[src/brm_pkg.sv]
`timescale 1ns / 1ps
// brm_pkg: shared constants, booth digit codes and tree sizing functions
// for the radix-4 booth multiplier. no dependencies.
package brm_pkg;

    localparam int OPERAND_WIDTH_DEF = 32;
    localparam int IN_WIDTH          = 32;
    localparam int OUT_WIDTH         = 64;

    // booth digit codes {y[2i+1], y[2i], y[2i-1]}
    localparam logic [2:0] BD_ZERO_P = 3'b000;
    localparam logic [2:0] BD_P1_A   = 3'b001;
    localparam logic [2:0] BD_P1_B   = 3'b010;
    localparam logic [2:0] BD_P2     = 3'b011;
    localparam logic [2:0] BD_M2     = 3'b100;
    localparam logic [2:0] BD_M1_A   = 3'b101;
    localparam logic [2:0] BD_M1_B   = 3'b110;
    localparam logic [2:0] BD_ZERO_M = 3'b111;

    // rows left after a number of 3:2 levels
    function automatic int csa_count(int n, int levels);
        int c;
        c = n;
        for (int k = 0; k < levels; k++) begin
            c = c - c / 3;
        end
        return c;
    endfunction

    // 3:2 levels needed to bring n rows down to two
    function automatic int csa_levels(int n);
        int c;
        int l;
        c = n;
        l = 0;
        while (c > 2) begin
            c = c - c / 3;
            l++;
        end
        return l;
    endfunction

endpackage

[src/brm_ppgen.sv]
`timescale 1ns / 1ps
// brm_ppgen: booth recoding and partial product rows with sign extension
// prevention bits, plus one row of negation carry-ins. uses brm_pkg.
module brm_ppgen #(
    parameter int W = brm_pkg::OPERAND_WIDTH_DEF,
    localparam int ROWS = W / 2 + 1,
    localparam int NPP  = ROWS + 1,
    localparam int PW   = 2 * W
) (
    input  logic [W-1:0]  i_x,
    input  logic [W-1:0]  i_y,
    output logic [PW-1:0] o_rows [NPP]
);

    logic [W:0]    xe;
    logic [W:0]    x2;
    logic [W+2:0]  ye;
    logic [2:0]    dig;
    logic [W:0]    pp;
    logic          neg;
    logic [PW-1:0] negrow;

    always_comb begin
        xe     = {i_x[W-1], i_x};
        x2     = {i_x, 1'b0};
        ye     = {i_y[W-1], i_y[W-1], i_y, 1'b0};
        negrow = '0;
        for (int i = 0; i < ROWS; i++) begin
            dig = ye[2*i +: 3];
            case (dig) inside
                brm_pkg::BD_P1_A, brm_pkg::BD_P1_B: begin
                    pp  = xe;
                    neg = 1'b0;
                end
                brm_pkg::BD_P2: begin
                    pp  = x2;
                    neg = 1'b0;
                end
                brm_pkg::BD_M2: begin
                    pp  = ~x2;
                    neg = 1'b1;
                end
                brm_pkg::BD_M1_A, brm_pkg::BD_M1_B: begin
                    pp  = ~xe;
                    neg = 1'b1;
                end
                default: begin
                    pp  = '0;
                    neg = 1'b0;
                end
            endcase
            if (i == 0) begin
                o_rows[i] = PW'({~pp[W], pp[W], pp[W], pp});
            end else begin
                o_rows[i] = PW'({1'b1, ~pp[W], pp}) << (2 * i);
            end
            negrow[2*i] = neg;
        end
        o_rows[NPP-1] = negrow;
    end

endmodule

[src/brm_csa_tree.sv]
`timescale 1ns / 1ps
// brm_csa_tree: a fixed number of carry-save 3:2 levels over PW-bit rows.
// uses brm_pkg for row counts per level.
module brm_csa_tree #(
    parameter int PW     = 64,
    parameter int NUM_IN = 18,
    parameter int LEVELS = 3,
    localparam int NUM_OUT = brm_pkg::csa_count(NUM_IN, LEVELS)
) (
    input  logic [PW-1:0] i_rows [NUM_IN],
    output logic [PW-1:0] o_rows [NUM_OUT]
);

    logic [PW-1:0] lvl [LEVELS+1][NUM_IN];

    for (genvar k = 0; k < NUM_IN; k++) begin : g_in
        assign lvl[0][k] = i_rows[k];
    end

    for (genvar l = 0; l < LEVELS; l++) begin : g_lvl
        localparam int C = brm_pkg::csa_count(NUM_IN, l);
        localparam int G = C / 3;
        localparam int R = C - 3 * G;
        for (genvar j = 0; j < G; j++) begin : g_fa
            assign lvl[l+1][2*j]   = lvl[l][3*j] ^ lvl[l][3*j+1] ^ lvl[l][3*j+2];
            assign lvl[l+1][2*j+1] = ((lvl[l][3*j] & lvl[l][3*j+1])
                                    | (lvl[l][3*j] & lvl[l][3*j+2])
                                    | (lvl[l][3*j+1] & lvl[l][3*j+2])) << 1;
        end
        for (genvar r = 0; r < R; r++) begin : g_pass
            assign lvl[l+1][2*G+r] = lvl[l][3*G+r];
        end
        for (genvar k = 2 * G + R; k < NUM_IN; k++) begin : g_zero
            assign lvl[l+1][k] = '0;
        end
    end

    for (genvar k = 0; k < NUM_OUT; k++) begin : g_out
        assign o_rows[k] = lvl[LEVELS][k];
    end

endmodule

[src/booth_radix4_signed_multiplier_unit.sv]
`timescale 1ns / 1ps
// booth_radix4_signed_multiplier_unit: pipelined signed radix-4 booth multiplier.
// uses brm_pkg, brm_ppgen and brm_csa_tree.
//
//  channel | valid   | ready   | payload
//  --------+---------+---------+----------------------------------
//  in      | i_valid | o_ready | i_multiplicand, i_multiplier
//  out     | o_valid | i_ready | o_product
//
// one operand pair per cycle unless full and stalled; stages: booth rows, two
// halves of the carry-save tree, 2*OPERAND_WIDTH-bit carry-propagate adder
// each stage has its own valid bit; a stage loads when it is empty or the next
// stage moves, so bubbles close up under a stall and no transfer is lost
// reset (synchronous, active low) clears the valid bits only
// operand bits at and above OPERAND_WIDTH are ignored
module booth_radix4_signed_multiplier_unit #(
    parameter int OPERAND_WIDTH = brm_pkg::OPERAND_WIDTH_DEF
) (
    input  logic                                  i_clk,
    input  logic                                  i_rst_n,
    input  logic                                  i_valid,
    output logic                                  o_ready,
    input  logic signed [brm_pkg::IN_WIDTH-1:0]   i_multiplicand,
    input  logic signed [brm_pkg::IN_WIDTH-1:0]   i_multiplier,
    output logic                                  o_valid,
    input  logic                                  i_ready,
    output logic signed [brm_pkg::OUT_WIDTH-1:0]  o_product
);

    localparam int PW      = 2 * OPERAND_WIDTH;
    localparam int NPP     = OPERAND_WIDTH / 2 + 2;
    localparam int LVL_ALL = brm_pkg::csa_levels(NPP);
    localparam int LVL_A   = (LVL_ALL + 1) / 2;
    localparam int LVL_B   = LVL_ALL - LVL_A;
    localparam int NA      = brm_pkg::csa_count(NPP, LVL_A);
    localparam int NB      = brm_pkg::csa_count(NA, LVL_B);

    logic [PW-1:0] w_pp [NPP];
    logic [PW-1:0] w_s2 [NA];
    logic [PW-1:0] w_s3 [NB];
    logic signed [PW-1:0] w_sum;

    logic [PW-1:0] r_pp [NPP];
    logic [PW-1:0] r_s2 [NA];
    logic [PW-1:0] r_s3 [NB];
    logic signed [brm_pkg::OUT_WIDTH-1:0] r_product;
    logic r_v1, r_v2, r_v3, r_v4;
    logic w_rdy1, w_rdy2, w_rdy3, w_rdy4;

    brm_ppgen #(
        .W(OPERAND_WIDTH)
    ) u_ppgen (
        .i_x   (i_multiplicand[OPERAND_WIDTH-1:0]),
        .i_y   (i_multiplier[OPERAND_WIDTH-1:0]),
        .o_rows(w_pp)
    );

    brm_csa_tree #(
        .PW    (PW),
        .NUM_IN(NPP),
        .LEVELS(LVL_A)
    ) u_tree_a (
        .i_rows(r_pp),
        .o_rows(w_s2)
    );

    brm_csa_tree #(
        .PW    (PW),
        .NUM_IN(NA),
        .LEVELS(LVL_B)
    ) u_tree_b (
        .i_rows(r_s2),
        .o_rows(w_s3)
    );

    assign w_sum = r_s3[0] + r_s3[1];

    // stall chain
    assign w_rdy4 = !r_v4 || i_ready;
    assign w_rdy3 = !r_v3 || w_rdy4;
    assign w_rdy2 = !r_v2 || w_rdy3;
    assign w_rdy1 = !r_v1 || w_rdy2;

    always_ff @(posedge i_clk) begin
        if (!i_rst_n) begin
            r_v1 <= 1'b0;
            r_v2 <= 1'b0;
            r_v3 <= 1'b0;
            r_v4 <= 1'b0;
        end else begin
            if (w_rdy1) begin
                r_v1 <= i_valid;
            end
            if (w_rdy2) begin
                r_v2 <= r_v1;
            end
            if (w_rdy3) begin
                r_v3 <= r_v2;
            end
            if (w_rdy4) begin
                r_v4 <= r_v3;
            end
        end
    end

    always_ff @(posedge i_clk) begin
        if (w_rdy1 && i_valid) begin
            r_pp <= w_pp;
        end
        if (w_rdy2 && r_v1) begin
            r_s2 <= w_s2;
        end
        if (w_rdy3 && r_v2) begin
            r_s3 <= w_s3;
        end
        if (w_rdy4 && r_v3) begin
            r_product <= brm_pkg::OUT_WIDTH'(w_sum);
        end
    end

    assign o_ready   = w_rdy1;
    assign o_valid   = r_v4;
    assign o_product = r_product;

    a_reset_empty: assert property (@(posedge i_clk)
        !i_rst_n |=> !r_v1 && !r_v2 && !r_v3 && !r_v4)
        else $error("pipeline not empty after reset");

    a_accept_enters: assert property (@(posedge i_clk) disable iff (!i_rst_n)
        i_valid && o_ready |=> r_v1)
        else $error("accepted transfer did not enter first stage");

    a_full_when_blocked: assert property (@(posedge i_clk) disable iff (!i_rst_n)
        !o_ready |-> r_v1 && r_v2 && r_v3 && r_v4)
        else $error("input blocked with a bubble in the pipeline");

    a_stage2_holds: assert property (@(posedge i_clk) disable iff (!i_rst_n)
        r_v2 && !w_rdy2 |=> r_v2 && r_v3 && r_v4)
        else $error("stalled stage lost its item");

endmodule
[config.mk]
export PLATFORM = sky130hd
export DESIGN_NAME = booth_radix4_signed_multiplier_unit
export DESIGN_NICKNAME = d
export VERILOG_FILES = /design/src/brm_pkg.sv /design/src/brm_ppgen.sv /design/src/brm_csa_tree.sv /design/src/booth_radix4_signed_multiplier_unit.sv
export SDC_FILE = /design/constraint.sdc
export NUM_CORES = 2
export LEC_CHECK = 0
export ABC_AREA = 1
export BUFFER_PORTS_ARGS = -buffer_cell sky130_fd_sc_hd__clkbuf_2
export CAP_MARGIN = 0
export CORE_UTILIZATION = 46
export CTS_CLUSTER_SIZE = 40
export DETAILED_ROUTE_END_ITERATION = 7
export PLACE_DENSITY_LB_ADDON = 0.25
export SYNTH_ARGS = -nofsm -noshare
export SYNTH_HDL_FRONTEND = slang
export SYNTH_SLANG_ARGS = --single-unit
[constraint.sdc]
create_clock -name i_clk -period 73.2 [get_ports i_clk]
set_clock_uncertainty 0.05 [all_clocks]
set_input_delay 18.3 -clock i_clk [delete_from_list [all_inputs] [get_ports i_clk]]
set_output_delay 18.3 -clock i_clk [all_outputs]
set_load 0.05 [all_outputs]
# After elaboration in Yosys (flattened, before gate mapping)
# Index checks and enable logic that the tools add are counted.
[totals] ff_bits=1171 in_bits=68 output_inout_bits=66 wordCells=438
[classes] addsub=1 eq_ne=99 muxes=101 bitwise_logic=130 n_reduce_logical=60
[ops] operator="2-to-1 mux 33 bit" n=63
[ops] operator="bitwise AND 63 bit" n=31
[ops] operator="bitwise OR 63 bit" n=28
[ops] operator="bitwise XOR 64 bit" n=19
[ops] operator="== test 3 bit (second input constant)" n=48
[ops] operator="2-to-1 mux 32 bit" n=4
[ops] operator="bitwise AND 63 x 33 -> 63 bit" n=2
[ops] operator="== test 3 x 2 -> 1 bit (second input constant)" n=32
[ops] operator="NOT 33 bit" n=2
[ops] operator="adder 64 bit" n=1
[ops] operator="OR reduction 2 bit" n=32
[ops] operator="bitwise XOR 64 x 33 -> 64 bit" n=1
[ops] operator="bitwise XOR 64 x 45 -> 64 bit" n=1
[ops] operator="bitwise XOR 64 x 63 -> 64 bit" n=1
[ops] operator="bitwise AND 59 x 63 -> 63 bit" n=1
[ops] operator="bitwise AND 61 x 63 -> 63 bit" n=1
[ops] operator="bitwise OR 63 x 39 -> 63 bit" n=1
[ops] operator="bitwise OR 63 x 45 -> 63 bit" n=1
[ops] operator="bitwise OR 63 x 51 -> 63 bit" n=1
[ops] operator="bitwise OR 63 x 57 -> 63 bit" n=1
[ops] operator="bitwise XOR 61 x 63 -> 63 bit" n=1
[ops] operator="bitwise AND 59 x 61 -> 61 bit" n=1
[ops] operator="bitwise XOR 59 x 61 -> 61 bit" n=1
[ops] operator="bitwise AND 53 x 57 -> 57 bit" n=1
[ops] operator="28 further kinds" n=116

# Longest topological paths before layout
[logic_depth] depth_word=9 depth_mapped=13 ltp_nobuf=13

# Hierarchy
# From an unflattened synthesis, not the netlist that was laid out.
[unflattened] cells_unflattened=9186 hier_area_um2=103650.7
[by_module_without_submodules] mod="booth_radix4_signed_multiplier_unit" n_inst=1 cells_per_inst=3047 area_per_inst_um2=58043.2 seq_area_each_um2=51969.8
[by_module_without_submodules] mod="brm_ppgen" n_inst=1 cells_per_inst=3899 area_per_inst_um2=20756.2 seq_area_each_um2=0.0
[by_module_without_submodules] mod="brm_csa_tree (u_tree_a)" n_inst=1 cells_per_inst=1952 area_per_inst_um2=19658.9 seq_area_each_um2=0.0
[by_module_without_submodules] mod="brm_csa_tree (u_tree_b)" n_inst=1 cells_per_inst=288 area_per_inst_um2=5192.5 seq_area_each_um2=0.0

# Worst setup path before layout
# Ideal clock, no wire load.
[synth_timing] path_kind="input to register" startpoint="in i_ready" endpoint="reg r_pp[0] (netlist bit) (enable)" setup_time_ps=1511 arrival_ps=42057 required_time_ps=71639 slack_ps=29582 stages=8 n_path_buf=0 path_cell_list="nor2_1 > inv_1 > nor2_1 > inv_1 > nor2_1 > inv_1 > nor2_1 > nor2_1"
[synth_via] elab_chain_cells=5
[synth_lines] item="from (decl)" line_no="booth_radix4_signed_multiplier_unit.sv:26" rtl="input logic i_ready,"
[synth_lines] item="logical OR 1 bit" line_no="booth_radix4_signed_multiplier_unit.sv:79" rtl="assign w_rdy4 = !r_v4 || i_ready;"
[synth_lines] item="logical OR 1 bit" line_no="booth_radix4_signed_multiplier_unit.sv:80" rtl="assign w_rdy3 = !r_v3 || w_rdy4;"
[synth_lines] item="logical OR 1 bit" line_no="booth_radix4_signed_multiplier_unit.sv:81" rtl="assign w_rdy2 = !r_v2 || w_rdy3;"
[synth_lines] item="logical OR 1 bit" line_no="booth_radix4_signed_multiplier_unit.sv:82" rtl="assign w_rdy1 = !r_v1 || w_rdy2;"
[synth_lines] item="logical AND 1 bit" line_no="booth_radix4_signed_multiplier_unit.sv:107" rtl="if (w_rdy1 && i_valid) begin"
[synth_lines] item="to (signal assigned)" line_no="booth_radix4_signed_multiplier_unit.sv:108" rtl="r_pp <= w_pp;"
[synth_lines] item="to (decl)" line_no="booth_radix4_signed_multiplier_unit.sv:43" rtl="logic [PW-1:0] r_pp [NPP];"
# No other way between the ends.
# A chain may end at the register's enable or synchronous reset.

# Final worst setup path
[layout_timing] startpoint="in i_ready" endpoint="out o_ready"
[layout_via] elab_chain_cells=4
[layout_lines] item="logical OR 1 bit" line_no="booth_radix4_signed_multiplier_unit.sv:79"
[layout_lines] item="logical OR 1 bit" line_no="booth_radix4_signed_multiplier_unit.sv:80"
[layout_lines] item="logical OR 1 bit" line_no="booth_radix4_signed_multiplier_unit.sv:81"
[layout_lines] item="logical OR 1 bit" line_no="booth_radix4_signed_multiplier_unit.sv:82"
[layout_lines] item="to (decl)" line_no="booth_radix4_signed_multiplier_unit.sv:22" rtl="output logic o_ready,"
# No other way between the ends.

==> results.toml <==
[run_status]
status = "finished with violations"
violations = "design-rule violations"

[finish]
drive_gt1_share_pct = 8.71
nNetsFinal = 6141
area_growth_pct = 9.75
fillers = 11500
final_cells = 7258

[route]
vias = 43700
drtIter0Drc = 6958
antenna_left = 0
drc_errors = 3
routed_wirelength_mm = 194
wl_per_cell_um = 26.7
firstDrtPassIters = 8
viasPerCell = 6.02

[clock_tree]
postCtsSetupBuffers = 0
cts_resized = 0
htree_levels = 3
max-clock-path-buffers = 3
cts_buffers = 112
cts_sinks = 1015
clock_latency_ns = 0.73
cts_root_buf = "clkbuf_16"
clkTransAtPathRegs_ns = 0.06
cts_tree = "done"
cts_hold_buf = 0

[synthesis]
ys_types = 35
synth_area_leaders = "edfxtp_1 51%, fa_1 15%, inv_1 5.6%"
synthArstFlopShare_pct = 0
synth.most_common_cell = "edfxtp_1"
netlist_instances = 5478
syn_area_per_cell_um2 = 11.0
synth_edf_count = 1011
synth_largest_area_cell = "edfxtp_1"
syn_area_um2 = 60000
yosys-top-cells-count = "1011 x edfxtp_1, 890 x inv_1, 615 x nand2_1"
synthDominantCellAreaShare_pct = 50.6
ys_seq_area_share_pct = 50.7
synth_flop_cell = "edfxtp_1"
synth_warnings = 0
synth-seq-cells = 1015
synth_fp_nets = 6200

[worst_setup_path]
crit_fanout = 3
reg2reg_depth = 12
worst-setup-path-type = "primary input to output port"
r2r_slack_ns = 68.40
end_kind = "output port"
worstPathRequired_ns = 54.85
crit_path_start_kind = "primary input"
arrival_ns = 19.54

[run]
cap_violations = 0

[timing]
slew_viol_final = 0
setup_tns_ns = 0
setup_viol = 0
rsz0062_at_grt = "false"
hold_ws_ns = 0.367
hold_viol = 0
post-route-period-util_pct = 51.8
relSlewSlack_pct = 12.2
worstMarginPinSlew_ns = 1.32
layout_min_cycle_time_ns = 37.89
fmax_mhz = 26.4

[die]
core_um2 = 129000
fp.dieW_um = 363
dieArea_um2 = 132000
rows = 132
start_util_pct = 46.4
die_height_um = 363
io_pins = 134

[grt]
grt_overflow_total = 0
grt_max_degree = 174
grt_pass1_vias = 42400
track_usage_pct = 29.0
antenna_found_initial = 15
grt_first_pass_wirelength_mm = 280

[placed_design]
io_buffers = 133
numPlacedInstances = 7047
dp_hpwl_mm = 131
gp_congestion = 0.961

[pwr]
p_leak_nw = 26.8
vdd.ir_drop.worst_mv = 0.0179
power_density_nw_per_um2 = 30.6

[min_path]
holdPathStages = 0
hp-class = "flop to flop"
-- power breakdown --
| part | internal (mW) | leakage [nW] | total, mW | switching, mW |
|---|---|---|---|---|
| combinational | 0.227 | 15.2 | 0.658 | 0.431 |
| clock | 0.323 | 1.76 | 0.560 | 0.237 |
| sequential | 0.769 | 9.86 | 0.800 | 0.0310 |
| total | 1.32 | 26.8 | 2.02 | 0.699 |
-- critical path: stages --
cell and delay (ns):
clkbuf_2 0.08, nor2_1 0.20, inv_1 0.09, nor2_1 0.09
inv_1 0.07, nor2_1 0.10, inv_1 0.07, nor2_1 0.21
inv_1 0.09, clkbuf_2 0.24
-- worst paths after layout --
| check | startpoint | endpoint |
|---|---|---|
| worst max register to register | o_valid$_SDFFE_PN0P_ | r_pp[297]$_DFFE_PP_ |
| worst min-delay path | r_pp[253]$_DFFE_PP_ | r_s2[253]$_DFFE_PP_ |
| worst min register to register | r_pp[253]$_DFFE_PP_ | r_s2[253]$_DFFE_PP_ |
| worst max-delay path | i_ready | o_ready |
-- cells by family (layout without fill, tap and decap cells) --
family / after synthesis / count (layout) / share of synthesized area [%]
compound gates: 1317 / 1317 / 13.6
xor+xnor: 38 / 38 / 0.554
fa+ha+maj: 654 / 654 / 19.2
buf+inv: 1325 / 1358 / 8.47
flops: 1015 / 1015 / 50.7
other cells: 0 / 5 / 0
simple gates: 1129 / 1129 / 7.44
-- metrics by stage --
| stage | utilization (%) | power [mW] | area (um2) | setup WS, ns |
|---|---|---|---|---|
| 6_report | 50.9 | 2.02 | 65900 | 35.31 |
| 5_1_grt | 50.9 | 2.12 | 65900 | 35.14 |
| 4_1_cts | 50.9 | 2.01 | 65900 | 35.30 |
| 3_5_place_dp | 48.1 | 1.46 | 62300 | 35.30 |
| 3_3_place_gp | 48.1 | 1.44 | 62300 | 35.15 |
| 2_1_floorplan | - | 1.19 | 60000 | 29.58 |
-- cell usage in the layout (no fill, tap or decap), types with 5 or more instances in the layout --
cell / count
edfxtp_1: 1011
inv_1: 886
nand2_1: 615
o22ai_1: 458
fa_1: 447
nor2_1: 365
a21oi_1: 299
o21ai_0: 280
a221oi_1: 215
ha_1: 207
clkbuf_2: 133
buf_4: 126
clkbuf_16: 116
nand3_1: 61
xor2_1: 34
o221ai_1: 31
clkinv_1: 27
clkinv_2: 24
nor2_2: 23
clkbuf_1: 23
nor2_4: 19
nand4_1: 15
a22oi_1: 15
bufinv_16: 10
nor3_1: 9
a211oi_1: 7
nand2_2: 7
o21bai_1: 7
diode_2: 5
nand3_2: 5
-- layout make-up --
| class | count | area [um2] | area share, % |
|---|---|---|---|
| Sequential cell | 1015 | 30400 | 46.2 |
| Multi-Input combinational cell | 3138 | 24700 | 37.5 |
| Inverter | 892 | 3360 | 5.10 |
| Clock buffer | 139 | 2990 | 4.54 |
| Tap cell | 1742 | 2180 | 3.31 |
| Timing Repair Buffer | 260 | 1630 | 2.48 |
| Clock inverter | 67 | 589 | 0.894 |
| Antenna cell | 5 | 12.5 | 0.0190 |
-- sequential cells by signal (all words and copies together), names as in the netlist --
signal,count
r_s2,264
o_product,64
r_v1,1
r_s3,123
r_v2,1
r_pp,560
r_v3,1
o_valid,1
-- per-layer routing --
metal	GRT usage, %	share of wire [%]	vias up
li1	-	-	18800
met2	42.0	42	3136
met4	12.7	4.5	20
met1	39.4	39	21200
met3	10.3	14	503
met5	0	0.081	-
No activity file was read; power rests on OpenSTA's default activity.
